[config.mk]
export PLATFORM = sky130hd
export DESIGN_NAME = fpa_mul
export DESIGN_NICKNAME = d
export VERILOG_FILES = /design/src/design/fixed_point_alu_assert.svh /design/src/design/fpa_pkg.sv /design/src/design/fpa_mul.sv
export SDC_FILE = /design/constraint.sdc
export NUM_CORES = 2
export LEC_CHECK = 0
export ABC_CLOCK_PERIOD_IN_PS = 24200
export BUFFER_PORTS_ARGS = -buffer_cell sky130_fd_sc_hd__buf_4
export CORE_ASPECT_RATIO = 1.5
export CORE_MARGIN = 1
export CORE_UTILIZATION = 40
export DETAILED_ROUTE_END_ITERATION = 16
export PLACE_DENSITY = 0.52
export SYNTH_ARGS = -nofsm -noshare
export SYNTH_HDL_FRONTEND = slang
export SYNTH_SLANG_ARGS = --single-unit
[constraint.sdc]
create_clock -name clk_i -period 24.2 [get_ports clk_i]
set_input_delay 3.63 -clock clk_i [delete_from_list [all_inputs] [get_ports clk_i]]
set_output_delay 3.63 -clock clk_i [all_outputs]
set_load 0.01 [all_outputs]
[src/design/fixed_point_alu_assert.svh]
// assertion macros for the fixed-point alu
// clocked on clk_i, reset rst_ni; no other dependencies
`ifndef FIXED_POINT_ALU_ASSERT_SVH
`define FIXED_POINT_ALU_ASSERT_SVH

// property checked only out of reset
`define FPA_ASSERT(lbl, prop, msg) \
  lbl: assert property (@(posedge clk_i) disable iff (!rst_ni) prop) else $error(msg);

// property checked also during reset
`define FPA_ASSERT_ALWAYS(lbl, prop, msg) \
  lbl: assert property (@(posedge clk_i) prop) else $error(msg);

`endif

[src/design/fpa_pkg.sv]
// shared types, op codes and saturation helpers for the fixed-point alu
// no dependencies
package fpa_pkg;

  typedef enum logic [3:0] {
    OP_ADD    = 4'd0,
    OP_SUB    = 4'd1,
    OP_MUL    = 4'd2,
    OP_DIV    = 4'd3,
    OP_GT     = 4'd4,
    OP_LT     = 4'd5,
    OP_GE     = 4'd6,
    OP_LE     = 4'd7,
    OP_EQ     = 4'd8,
    OP_NE     = 4'd9,
    OP_MIN    = 4'd10,
    OP_MAX    = 4'd11,
    OP_INC    = 4'd12,
    OP_DEC    = 4'd13,
    OP_TO_INT = 4'd14
  } op_e;

  // which datapath supplies the final result
  typedef enum logic [1:0] {
    SEL_SIMPLE,
    SEL_MUL,
    SEL_DIV
  } sel_e;

  typedef struct packed {
    logic        valid;
    sel_e        sel;
    logic [31:0] res;
    logic        flag;
    logic        err;
    logic        neg;
    logic        dz;
  } side_t;

  typedef struct packed {
    side_t       side;
    logic [31:0] mag_a;
    logic [31:0] mag_b;
  } front_t;

  typedef struct packed {
    logic        err;
    logic [31:0] res;
  } mulres_t;

  localparam logic [31:0] MaxPos = 32'h7FFF_FFFF;
  localparam logic [31:0] MinNeg = 32'h8000_0000;

  // clamp a 33-bit signed sum to 32 bits, {err, res}
  function automatic logic [32:0] sat33(input logic [32:0] s);
    logic [32:0] r;
    begin
      if (s[32] != s[31]) begin
        r = {1'b1, (s[32] ? MinNeg : MaxPos)};
      end else begin
        r = {1'b0, s[31:0]};
      end
      return r;
    end
  endfunction

  // build a signed value from sign and magnitude, saturating, {err, res}
  function automatic logic [32:0] from_mag(input logic neg, input logic [63:0] mag);
    logic [32:0] r;
    begin
      if (!neg) begin
        if (mag > 64'h0000_0000_7FFF_FFFF) r = {1'b1, MaxPos};
        else r = {1'b0, mag[31:0]};
      end else begin
        if (mag > 64'h0000_0000_8000_0000) r = {1'b1, MinNeg};
        else r = {1'b0, (~mag[31:0]) + 32'd1};
      end
      return r;
    end
  endfunction

endpackage

[src/design/fpa_mul.sv]
// two-stage multiplier: magnitude product, then rounding and saturation
// depends on fpa_pkg
module fpa_mul #(
  parameter int unsigned FRAC_BITS = 8
) (
  input  logic             clk_i,
  input  logic             en_i,
  input  logic [31:0]      mag_a_i,
  input  logic [31:0]      mag_b_i,
  input  logic             neg_i,
  output fpa_pkg::mulres_t res_o
);
  import fpa_pkg::*;

  logic [63:0] prod_q;
  logic        neg_q;
  logic [63:0] rnd;
  mulres_t     res_d, res_q;

  // round half away from zero on the magnitude
  assign rnd   = (prod_q + (64'd1 << (FRAC_BITS - 1))) >> FRAC_BITS;
  assign res_d = mulres_t'(from_mag(neg_q, rnd));

  always_ff @(posedge clk_i) begin
    if (en_i) begin
      prod_q <= 64'(mag_a_i) * 64'(mag_b_i);
      neg_q  <= neg_i;
      res_q  <= res_d;
    end
  end

  assign res_o = res_q;

endmodule

==> results.toml <==
[status]
status = "finished clean"

[drt]
wirelength_um = 119200
vias_per_cell = 5.208
postRouteAntennaNets = 0
avgRoutedWirePerCell_um = 22.29
drc = 0
first_iter_violations = 1350
vias = 27840
detail_route.first_pass.iterations = 5

[clocking]
ctsLongestPathBuffers = 2
clk_latency_ns = 0.35
clk_root_buffer_cell = "clkbuf_16"
cts_setup_buffers = 0
path_clk_slew_ns = 0.07
cts_hold_buf = 0
clock_sinks = 91
numCtsBuffers = 9
cts_tree = "yes"
cts_resized = 0
h-tree-depth = 3

[sta]
hold_viol = 0
grt_setup_unrepaired = "no"
min_period_ns = 11.38
setup-tns-final_ns = 0
finalCritPeriodShare_pct = 47.02
finalMaxSlewViolations = 0
setup_slack_ns = 12.82
worst_slew_pin_slew_ns = 0.8823
slew_headroom_pct = 41.18
finalSetupViolations = 0
fin_skew_ns = 0.009740
max_freq_mhz = 87.88

[worst_setup_path]
critical_path_class = "in -> reg"
cp-start-kind = "input pin"
crit_path_top_delay_cell = "fa_1"
path_delay_family = "adder cells"
cp_num_cells = 24
reg2reg_depth = 10
end_kind = "flop"
cp.required_ns = 24.30
crit_top_cell = "fa_1"
slowest_delay_ns = 0.62
crit_arrival_ns = 11.47
worstPathCellList = "buf_4 -> and2_1 -> fa_1 -> fa_1 -> fa_1 -> inv_1 -> fa_1 -> inv_1 -> fa_1 -> fa_1 -> fa_1 -> inv_1 -> fa_1 -> inv_1 -> ha_1 -> a21oi_1 -> o211ai_1 -> a21oi_1 -> nor4b_1 -> a221oi_1 -> o21a_1 -> a22oi_1 -> a311oi_1 -> xnor2_1"
worstPathMaxFanout = 32
critPathBufInv = 5

[floorplanning]
start_util_pct = 40.35
io_pins = 100
die_h_um = 382.4
fp.dieW_um = 255.6
die_area_mm2 = 0.09776
core_mm2 = 0.09565
rows = 139

[synth]
synth_cell_types = 75
ys.flop_type = "edfxtp_1"
yosys.area.top_type_share_pct = 46.42
syn_nets = 5402
ys_seq_area_share_pct = 7.080
netlist_top_cells_area = "fa_1, and2_1, inv_1"
ys_ff_latch = 91
yosys_warnings = 0
syn-cell-area_mm2 = 0.03859
syn-instance-count = 4177
synth_edf_count = 91
async_flop_share_pct = 0
yosys.area.top_type = "fa_1"
avgSynthCellArea_um2 = 9.240

[place]
place_ws_ns = 12.46
place_area_mm2 = 0.04009
gp_congestion = 0.8754
io_buffers = 99
dp_hpwl_um = 92870

[min_path]
hold_class = "reg -> reg"
whs_path_depth = 3

[cells_and_area]
fin_area_mm2 = 0.04038
drive_gt1_share_pct = 3.736
area_delta_synth_final_pct = 4.633
nets = 5290

[grt]
grt_max_degree = 70
grt_pass1_wl_um = 182900
grt_overflow = 0
grt_pass1_vias = 31070
grt_use_total_pct = 24.99
antenna_found_initial = 8

[job]
max-cap-violations = 0
==> synthesized netlist by cell type, types with 11 or more instances <==
master,instances
nand2_1,489
nand4_1,31
a21o_1,22
and3_1,26
and2_1,615
edfxtp_1,91
or3_1,11
fa_1,895
xnor2_1,74
o21ai_0,40
ha_1,263
nor2b_1,15
inv_1,912
nor2_1,73
xor2_1,41
a21oi_1,68
nor3_1,43
a31oi_1,18
clkbuf_1,214
nor4_1,24
and4_1,13
nand3_1,43
o211ai_1,11
==> flip-flops by register name, indices dropped and copies added, names as in the netlist <==
register / cells
neg_q: 1
prod_q: 57
res_o: 33
==> layout make-up <==
class / instances / area [µm²]
Fill cell: 9779 / 55270
Sequential cell: 91 / 2733
Clock buffer: 9 / 225.2
Tap cell: 1269 / 1588
Inverter: 912 / 3423
Multi-Input combinational cell: 2945 / 31550
Timing Repair Buffer: 106 / 795.8
Antenna cell: 8 / 20.02
Clock inverter: 6 / 47.55
==> layout by cell type (no fill, tap or decap), types with 24 or more instances in the layout <==
master / Yosys / routed
xor2_1: 41 / 41
nor2_1: 73 / 73
a21oi_1: 68 / 68
nor3_1: 43 / 43
nand4_1: 31 / 31
and2_1: 615 / 615
fa_1: 895 / 895
edfxtp_1: 91 / 91
nand2_1: 489 / 489
ha_1: 263 / 263
inv_1: 912 / 912
nand3_1: 43 / 43
and3_1: 26 / 26
buf_4: 0 / 106
nor4_1: 24 / 24
xnor2_1: 74 / 74
o21ai_0: 40 / 40
==> path summary, 6_finish.rpt <==
path	from	to	slack, ns
hold / removal	prod_q[33]	res_o[25]	0.90
setup / recovery	mag_b_i[10]	prod_q[55]	12.82
hold reg to reg	prod_q[33]	res_o[25]	0.90
setup reg to reg	prod_q[7]	res_o[11]	19.24
==> kinds of logic after synthesis <==
logic type / count (synthesis) / synth area share, %
AOI/OAI and AO/OA: 234 / 4.043
xor gates and xnor gates: 115 / 2.610
adders and majority gates: 1158 / 54.95
buffers and inverters: 1141 / 11.17
DFF: 91 / 7.080
muxes: 12 / 0.3210
and+or+nand+nor: 1426 / 19.82
==> through the flow <==
stage	utilization (%)	hold slack (ns)	cells
2_1_floorplan	-	0.7672	4177
3_3_place_gp	41.91	0.8840	5323
3_5_place_dp	41.91	0.8832	5323
4_1_cts	42.20	0.8943	5338
5_1_grt	42.20	0.9338	5341
6_report	42.22	0.8970	5346
==> worst min-delay path: cells and delay by family (launching register included) <==
kind	cells	cell delay, ns
AO/OA/AOI/OAI	1	0.06
XOR/XNOR	1	0.12
flip-flops	1	0.45
AND/OR/NAND/NOR	1	0.10
==> layer usage <==
| metal | GRT usage [%] | share of wire (%) | up-vias |
|---|---|---|---|
| li1 | - | - | 12260 |
| met1 | 25.47 | 33 | 14750 |
| met2 | 49.02 | 57 | 579 |
| met3 | 1.205 | 2.1 | 258 |
| met4 | 16.25 | 7.6 | 0 |
| met5 | 0 | 0 | - |
Power is left out: the tool's default activity adds up to more than one toggle a clock period on the data nets, which glitch-free logic cannot reach.
