<file path="config.mk">
export PLATFORM = sky130hd
export DESIGN_NAME = fpa_front
export DESIGN_NICKNAME = d
export VERILOG_FILES = /design/src/design/fixed_point_alu_assert.svh /design/src/design/fpa_pkg.sv /design/src/design/fpa_front.sv
export SDC_FILE = /design/constraint.sdc
export NUM_CORES = 1
export LEC_CHECK = 0
export ABC_CLOCK_PERIOD_IN_PS = 3910
export BUFFER_PORTS_ARGS = -buffer_cell sky130_fd_sc_hd__buf_2
export CAP_MARGIN = 0
export CORE_MARGIN = 5
export CORE_UTILIZATION = 44
export CTS_BUF_LIST = sky130_fd_sc_hd__clkbuf_8
export DETAILED_ROUTE_END_ITERATION = 8
export GPL_TIMING_DRIVEN = 0
export PLACE_DENSITY_LB_ADDON = 0.2
export SLEW_MARGIN = 10
export SYNTH_ARGS = -nofsm -noshare
export SYNTH_HDL_FRONTEND = slang
export SYNTH_SLANG_ARGS = --single-unit
</file>
<file path="constraint.sdc">
create_clock -name clk_i -period 3.91 [get_ports clk_i]
set_input_delay 0.1955 -clock clk_i [delete_from_list [all_inputs] [get_ports clk_i]]
set_output_delay 0.1955 -clock clk_i [all_outputs]
set_load 0.03 [all_outputs]
</file>
<file path="src/design/fixed_point_alu_assert.svh">
// assertion macros for the fixed-point alu
// clocked on clk_i, reset rst_ni; no other dependencies
`ifndef FIXED_POINT_ALU_ASSERT_SVH
`define FIXED_POINT_ALU_ASSERT_SVH

// property checked only out of reset
`define FPA_ASSERT(lbl, prop, msg) \
  lbl: assert property (@(posedge clk_i) disable iff (!rst_ni) prop) else $error(msg);

// property checked also during reset
`define FPA_ASSERT_ALWAYS(lbl, prop, msg) \
  lbl: assert property (@(posedge clk_i) prop) else $error(msg);

`endif

</file>
<file path="src/design/fpa_pkg.sv">
// shared types, op codes and saturation helpers for the fixed-point alu
// no dependencies
package fpa_pkg;

  typedef enum logic [3:0] {
    OP_ADD    = 4'd0,
    OP_SUB    = 4'd1,
    OP_MUL    = 4'd2,
    OP_DIV    = 4'd3,
    OP_GT     = 4'd4,
    OP_LT     = 4'd5,
    OP_GE     = 4'd6,
    OP_LE     = 4'd7,
    OP_EQ     = 4'd8,
    OP_NE     = 4'd9,
    OP_MIN    = 4'd10,
    OP_MAX    = 4'd11,
    OP_INC    = 4'd12,
    OP_DEC    = 4'd13,
    OP_TO_INT = 4'd14
  } op_e;

  // which datapath supplies the final result
  typedef enum logic [1:0] {
    SEL_SIMPLE,
    SEL_MUL,
    SEL_DIV
  } sel_e;

  typedef struct packed {
    logic        valid;
    sel_e        sel;
    logic [31:0] res;
    logic        flag;
    logic        err;
    logic        neg;
    logic        dz;
  } side_t;

  typedef struct packed {
    side_t       side;
    logic [31:0] mag_a;
    logic [31:0] mag_b;
  } front_t;

  typedef struct packed {
    logic        err;
    logic [31:0] res;
  } mulres_t;

  localparam logic [31:0] MaxPos = 32'h7FFF_FFFF;
  localparam logic [31:0] MinNeg = 32'h8000_0000;

  // clamp a 33-bit signed sum to 32 bits, {err, res}
  function automatic logic [32:0] sat33(input logic [32:0] s);
    logic [32:0] r;
    begin
      if (s[32] != s[31]) begin
        r = {1'b1, (s[32] ? MinNeg : MaxPos)};
      end else begin
        r = {1'b0, s[31:0]};
      end
      return r;
    end
  endfunction

  // build a signed value from sign and magnitude, saturating, {err, res}
  function automatic logic [32:0] from_mag(input logic neg, input logic [63:0] mag);
    logic [32:0] r;
    begin
      if (!neg) begin
        if (mag > 64'h0000_0000_7FFF_FFFF) r = {1'b1, MaxPos};
        else r = {1'b0, mag[31:0]};
      end else begin
        if (mag > 64'h0000_0000_8000_0000) r = {1'b1, MinNeg};
        else r = {1'b0, (~mag[31:0]) + 32'd1};
      end
      return r;
    end
  endfunction

endpackage

</file>
<file path="src/design/fpa_front.sv">
// input stage: decode, magnitudes and the simple operations
// depends on fpa_pkg
module fpa_front #(
  parameter int unsigned FRAC_BITS = 8
) (
  input  logic                clk_i,
  input  logic                rst_ni,
  input  logic                en_i,
  input  logic                in_valid_i,
  input  logic [3:0]          cmd_i,
  input  logic signed [31:0]  operand_a_i,
  input  logic signed [31:0]  operand_b_i,
  output fpa_pkg::front_t     front_o
);
  import fpa_pkg::*;

  front_t      front_d, front_q;
  logic [32:0] a_x, b_x;
  logic [32:0] sr;
  logic [31:0] mag_a, mag_b;

  // sign-extended operands and magnitudes
  assign a_x   = {operand_a_i[31], operand_a_i};
  assign b_x   = {operand_b_i[31], operand_b_i};
  assign mag_a = operand_a_i[31] ? (~operand_a_i) + 32'd1 : operand_a_i;
  assign mag_b = operand_b_i[31] ? (~operand_b_i) + 32'd1 : operand_b_i;

  // simple operations
  always_comb begin
    sr = '0;
    front_d = '0;
    front_d.side.valid = in_valid_i;
    front_d.side.sel   = SEL_SIMPLE;
    front_d.side.neg   = operand_a_i[31] ^ operand_b_i[31];
    front_d.side.dz    = (operand_b_i == 32'sd0);
    front_d.mag_a      = mag_a;
    front_d.mag_b      = mag_b;
    case (op_e'(cmd_i))
      OP_ADD:    sr = sat33(a_x + b_x);
      OP_SUB:    sr = sat33(a_x - b_x);
      OP_MUL:    front_d.side.sel = SEL_MUL;
      OP_DIV:    front_d.side.sel = SEL_DIV;
      OP_GT:     front_d.side.flag = operand_a_i > operand_b_i;
      OP_LT:     front_d.side.flag = operand_a_i < operand_b_i;
      OP_GE:     front_d.side.flag = operand_a_i >= operand_b_i;
      OP_LE:     front_d.side.flag = operand_a_i <= operand_b_i;
      OP_EQ:     front_d.side.flag = operand_a_i == operand_b_i;
      OP_NE:     front_d.side.flag = operand_a_i != operand_b_i;
      OP_MIN:    sr = {1'b0, (operand_a_i < operand_b_i) ? operand_a_i : operand_b_i};
      OP_MAX:    sr = {1'b0, (operand_a_i > operand_b_i) ? operand_a_i : operand_b_i};
      OP_INC:    sr = sat33(a_x + 33'd1);
      OP_DEC:    sr = sat33(a_x - 33'd1);
      OP_TO_INT: sr = from_mag(operand_a_i[31], 64'(mag_a >> FRAC_BITS));
      default:   sr = '0;
    endcase
    front_d.side.err = sr[32];
    front_d.side.res = sr[31:0];
  end

  // stage register
  always_ff @(posedge clk_i or negedge rst_ni) begin
    if (!rst_ni) begin
      front_q <= '0;
    end else if (en_i) begin
      front_q <= front_d;
    end
  end

  assign front_o = front_q;

endmodule

</file>
==> qor.csv <==
metric,value,unit
status,finished with violations,
violated checks,setup timing,
first-pass GRT wire length,98700,um
CP Capture Type,flip-flop,
area of the multi-input gates,10300,um2
vias per cell,6.53,
GPL Wtd Cong,1.06,
synth warn,0,
CTS max path bufs,2,
Slew @ Worst Pin,1.09,ns
initial antenna violation count,0,
"CTS clk-pin slew, worst paths",0.12,ns
placed instance count,2440,
fin util,51.9,%
full die area,33800,um2
kind of critical path,in2reg,
Avg Synthesized Cell Area,7.07,um2
Initial Utilization,44.7,%
met2 WL,29400,um
fillcell total,3054,
DR vias,16000,
total congestion overflow,0,
CTS Buf Count,9,
# DRC,0,
Peak supply drop,0.000141,V
total chip power,4.29,mW
top-area cell type share of the netlist area,19.4,%
clk root buf,clkbuf_8,
max reg flops,103,
fin. max-slew vios,0,
Max Cap Viol,0,
post-route insts no fill,2448,
"Distinct cells, synth",81,
met3 wire length,7310,um
CTS tree,yes,
Hold Crit Class,in2reg,
DR pass1 iterations,6,
worst relative slew slack,26.4,%
Cell Rows,63,
Post-synth top cells,"nor2_1 (235), a21oi_1 (214), o21ai_0 (156)",
Max Clk Rate,255,MHz
Worst-Skew Late Latency,0.43,ns
layout cells sized above 1,15.9,%
crit-path max FO,10,
R2R setup slack,2.37,ns
Post-synth EDFFs,0,
post-DR wirelength/cell,27.7,um
crit start category,primary input,
Die W,184,um
Nets,2195,
largest net degree at the start of global routing,59,
GRT Util Overall,38.7,%
Ant. Diodes,0,
met1 WL,27500,um
setup_tns,-0.0176,ns
DRT iter0 DRCs,2140,
PwrDens,278,nW/um2
clk_skew,0,ns
total wire length,67800,um
mapped cell area,13300,um2
Area Overhead vs Synth,16.1,%
Yosys reg bits,103,
Final Cell Area,15400,um2
leakage dissipation,6.36,nW
period utilization,100,%
vias in the first global route,15300,
die height,184,um
HPWL after detailed placement,54100,um
Critical Path AT,4.26,ns
IO Pins,175,
largest area contributor in the netlist,dfrtp_1,
final worst slack,-0.0176,ns
"top cells by area, synth","dfrtp_1 (19%), xnor2_1 (9.1%), a21oi_1 (8.1%), nor2_1 (6.6%), ha_1 (6.4%)",
Syn Nets,2021,
DR top layer,met4,
cell with the most instances after synthesis,nor2_1,
Sinks on Clock Net,103,
H-tree levels,3,
core area,29700,um2
Final Hold Vio Count,0,
Final setup violation count,1,
Final ANT Viol Nets,0,
register area share after synthesis,19.4,%
"Top FF cell, synth",dfrtp_1,
port buffer count,170,
CP Data Required Time,4.24,ns
FF+latch area,2580,um2
DP Area,14700,um2
asr flop ratio synth,100,%
fin crit period,3.93,ns
Post-Syn Instances,1879,
logic make-up (layout without fill, tap and decap cells):
logic type / Yosys count / after routing / synth area share [%]
AO/OA/AOI/OAI: 597 / 597 / 27.8
XOR/XNOR: 191 / 191 / 12.6
adder cells (fa/ha/maj): 71 / 71 / 6.78
buffers and inverters: 228 / 407 / 6.65
flip-flops: 103 / 103 / 19.4
multiplexers: 45 / 45 / 3.47
AND/OR/NAND/NOR: 644 / 644 / 23.3
report_power, final:
| part | total (mW) | internal (mW) | switching (mW) |
|---|---|---|---|
| clock network | 0.880 | 0.382 | 0.498 |
| registers | 1.24 | 1.17 | 0.0709 |
| logic | 2.16 | 0.660 | 1.50 |
| total | 4.29 | 2.22 | 2.07 |
worst paths after layout:
kind,from,end,depth (start not counted)
worst max-delay path,operand_a_i[31],front_o[98],19
min in group asynchronous,rst_ni,front_o[61],2
worst min register to register,front_o[67],front_o[67],1
worst min-delay path,operand_b_i[30],front_o[31],3
max in group asynchronous,rst_ni,front_o[5],3
worst max register to register,front_o[96],front_o[96],4
cells in the final DEF, fill, tap and decap left out, types with 10 or more instances in the layout:
master / synthesis / final
nor2_1: 235 / 234
a21oi_1: 214 / 213
buf_2: 4 / 173
o21ai_0: 156 / 152
nand2_1: 141 / 138
xnor2_1: 138 / 137
dfrtp_1: 103 / 103
inv_1: 82 / 81
clkbuf_1: 116 / 73
ha_1: 68 / 62
nand3_1: 52 / 51
xor2_1: 53 / 50
mux2i_1: 37 / 35
nor3_1: 39 / 32
nand4_1: 28 / 28
a31oi_1: 22 / 21
o31ai_1: 23 / 21
or3_1: 21 / 21
nor2b_1: 19 / 19
nor4_1: 20 / 18
clkbuf_2: 0 / 17
o221ai_1: 17 / 17
nand2b_1: 16 / 16
buf_1: 20 / 14
a211oi_1: 17 / 13
buf_4: 0 / 12
and3_1: 13 / 12
o21a_1: 11 / 11
a21o_1: 10 / 10
a221oi_1: 12 / 10
o211ai_1: 10 / 10
or2_2: 10 / 10
o22ai_1: 11 / 10
clkbuf_8: 0 / 10
area by class of cell:
type                    instances  area share [%]
repair buffers                184            6.52
well taps                     390            3.16
clock buffers                  10           0.892
plain buffers                 122            3.54
flip-flops and latches        103            16.7
inverters                      85            2.07
multi-input cells            1548            66.5
clock inverters                 6           0.600
metal layers:
layer  up-vias  GRT usage (%)
met1      7675           52.0
met3       189           8.03
met5         -              0
met2      1054           60.6
li1       7069              -
met4         0           16.0
per-stage QoR:
stage          setup WS, ns  hold WS, ns
2_1_floorplan        0.0430       -0.100
3_3_place_gp          -2.02        0.429
3_5_place_dp          -1.99        0.147
4_1_cts             -0.0156     0.000994
5_1_grt             -0.0477        0.114
6_report            -0.0176        0.107
critical path, stage by stage:
cell and delay (ns):
buf_4 0.21, buf_4 0.25, clkbuf_4 0.25, clkbuf_4 0.24, clkbuf_4 0.29, nand2_2 0.12, xor2_4 0.20, ha_2 0.23
nand2_1 0.07, mux2i_2 0.23, and3_4 0.24, o2111ai_4 0.17, nor4_4 0.19, buf_4 0.20, a41oi_4 0.16, a211oi_1 0.43
o221ai_1 0.23, a22oi_1 0.22, nand3_1 0.10
what timing repair did:
action                     4_1_cts  5_1_grt
setup buffers                    7        4
pin swaps                        2        6
setup endpoints to repair       34       33
hold endpoints to repair        45        1
resized for setup               73       53
hold buffers                     1        1
Power figures use the tool's default switching activity.
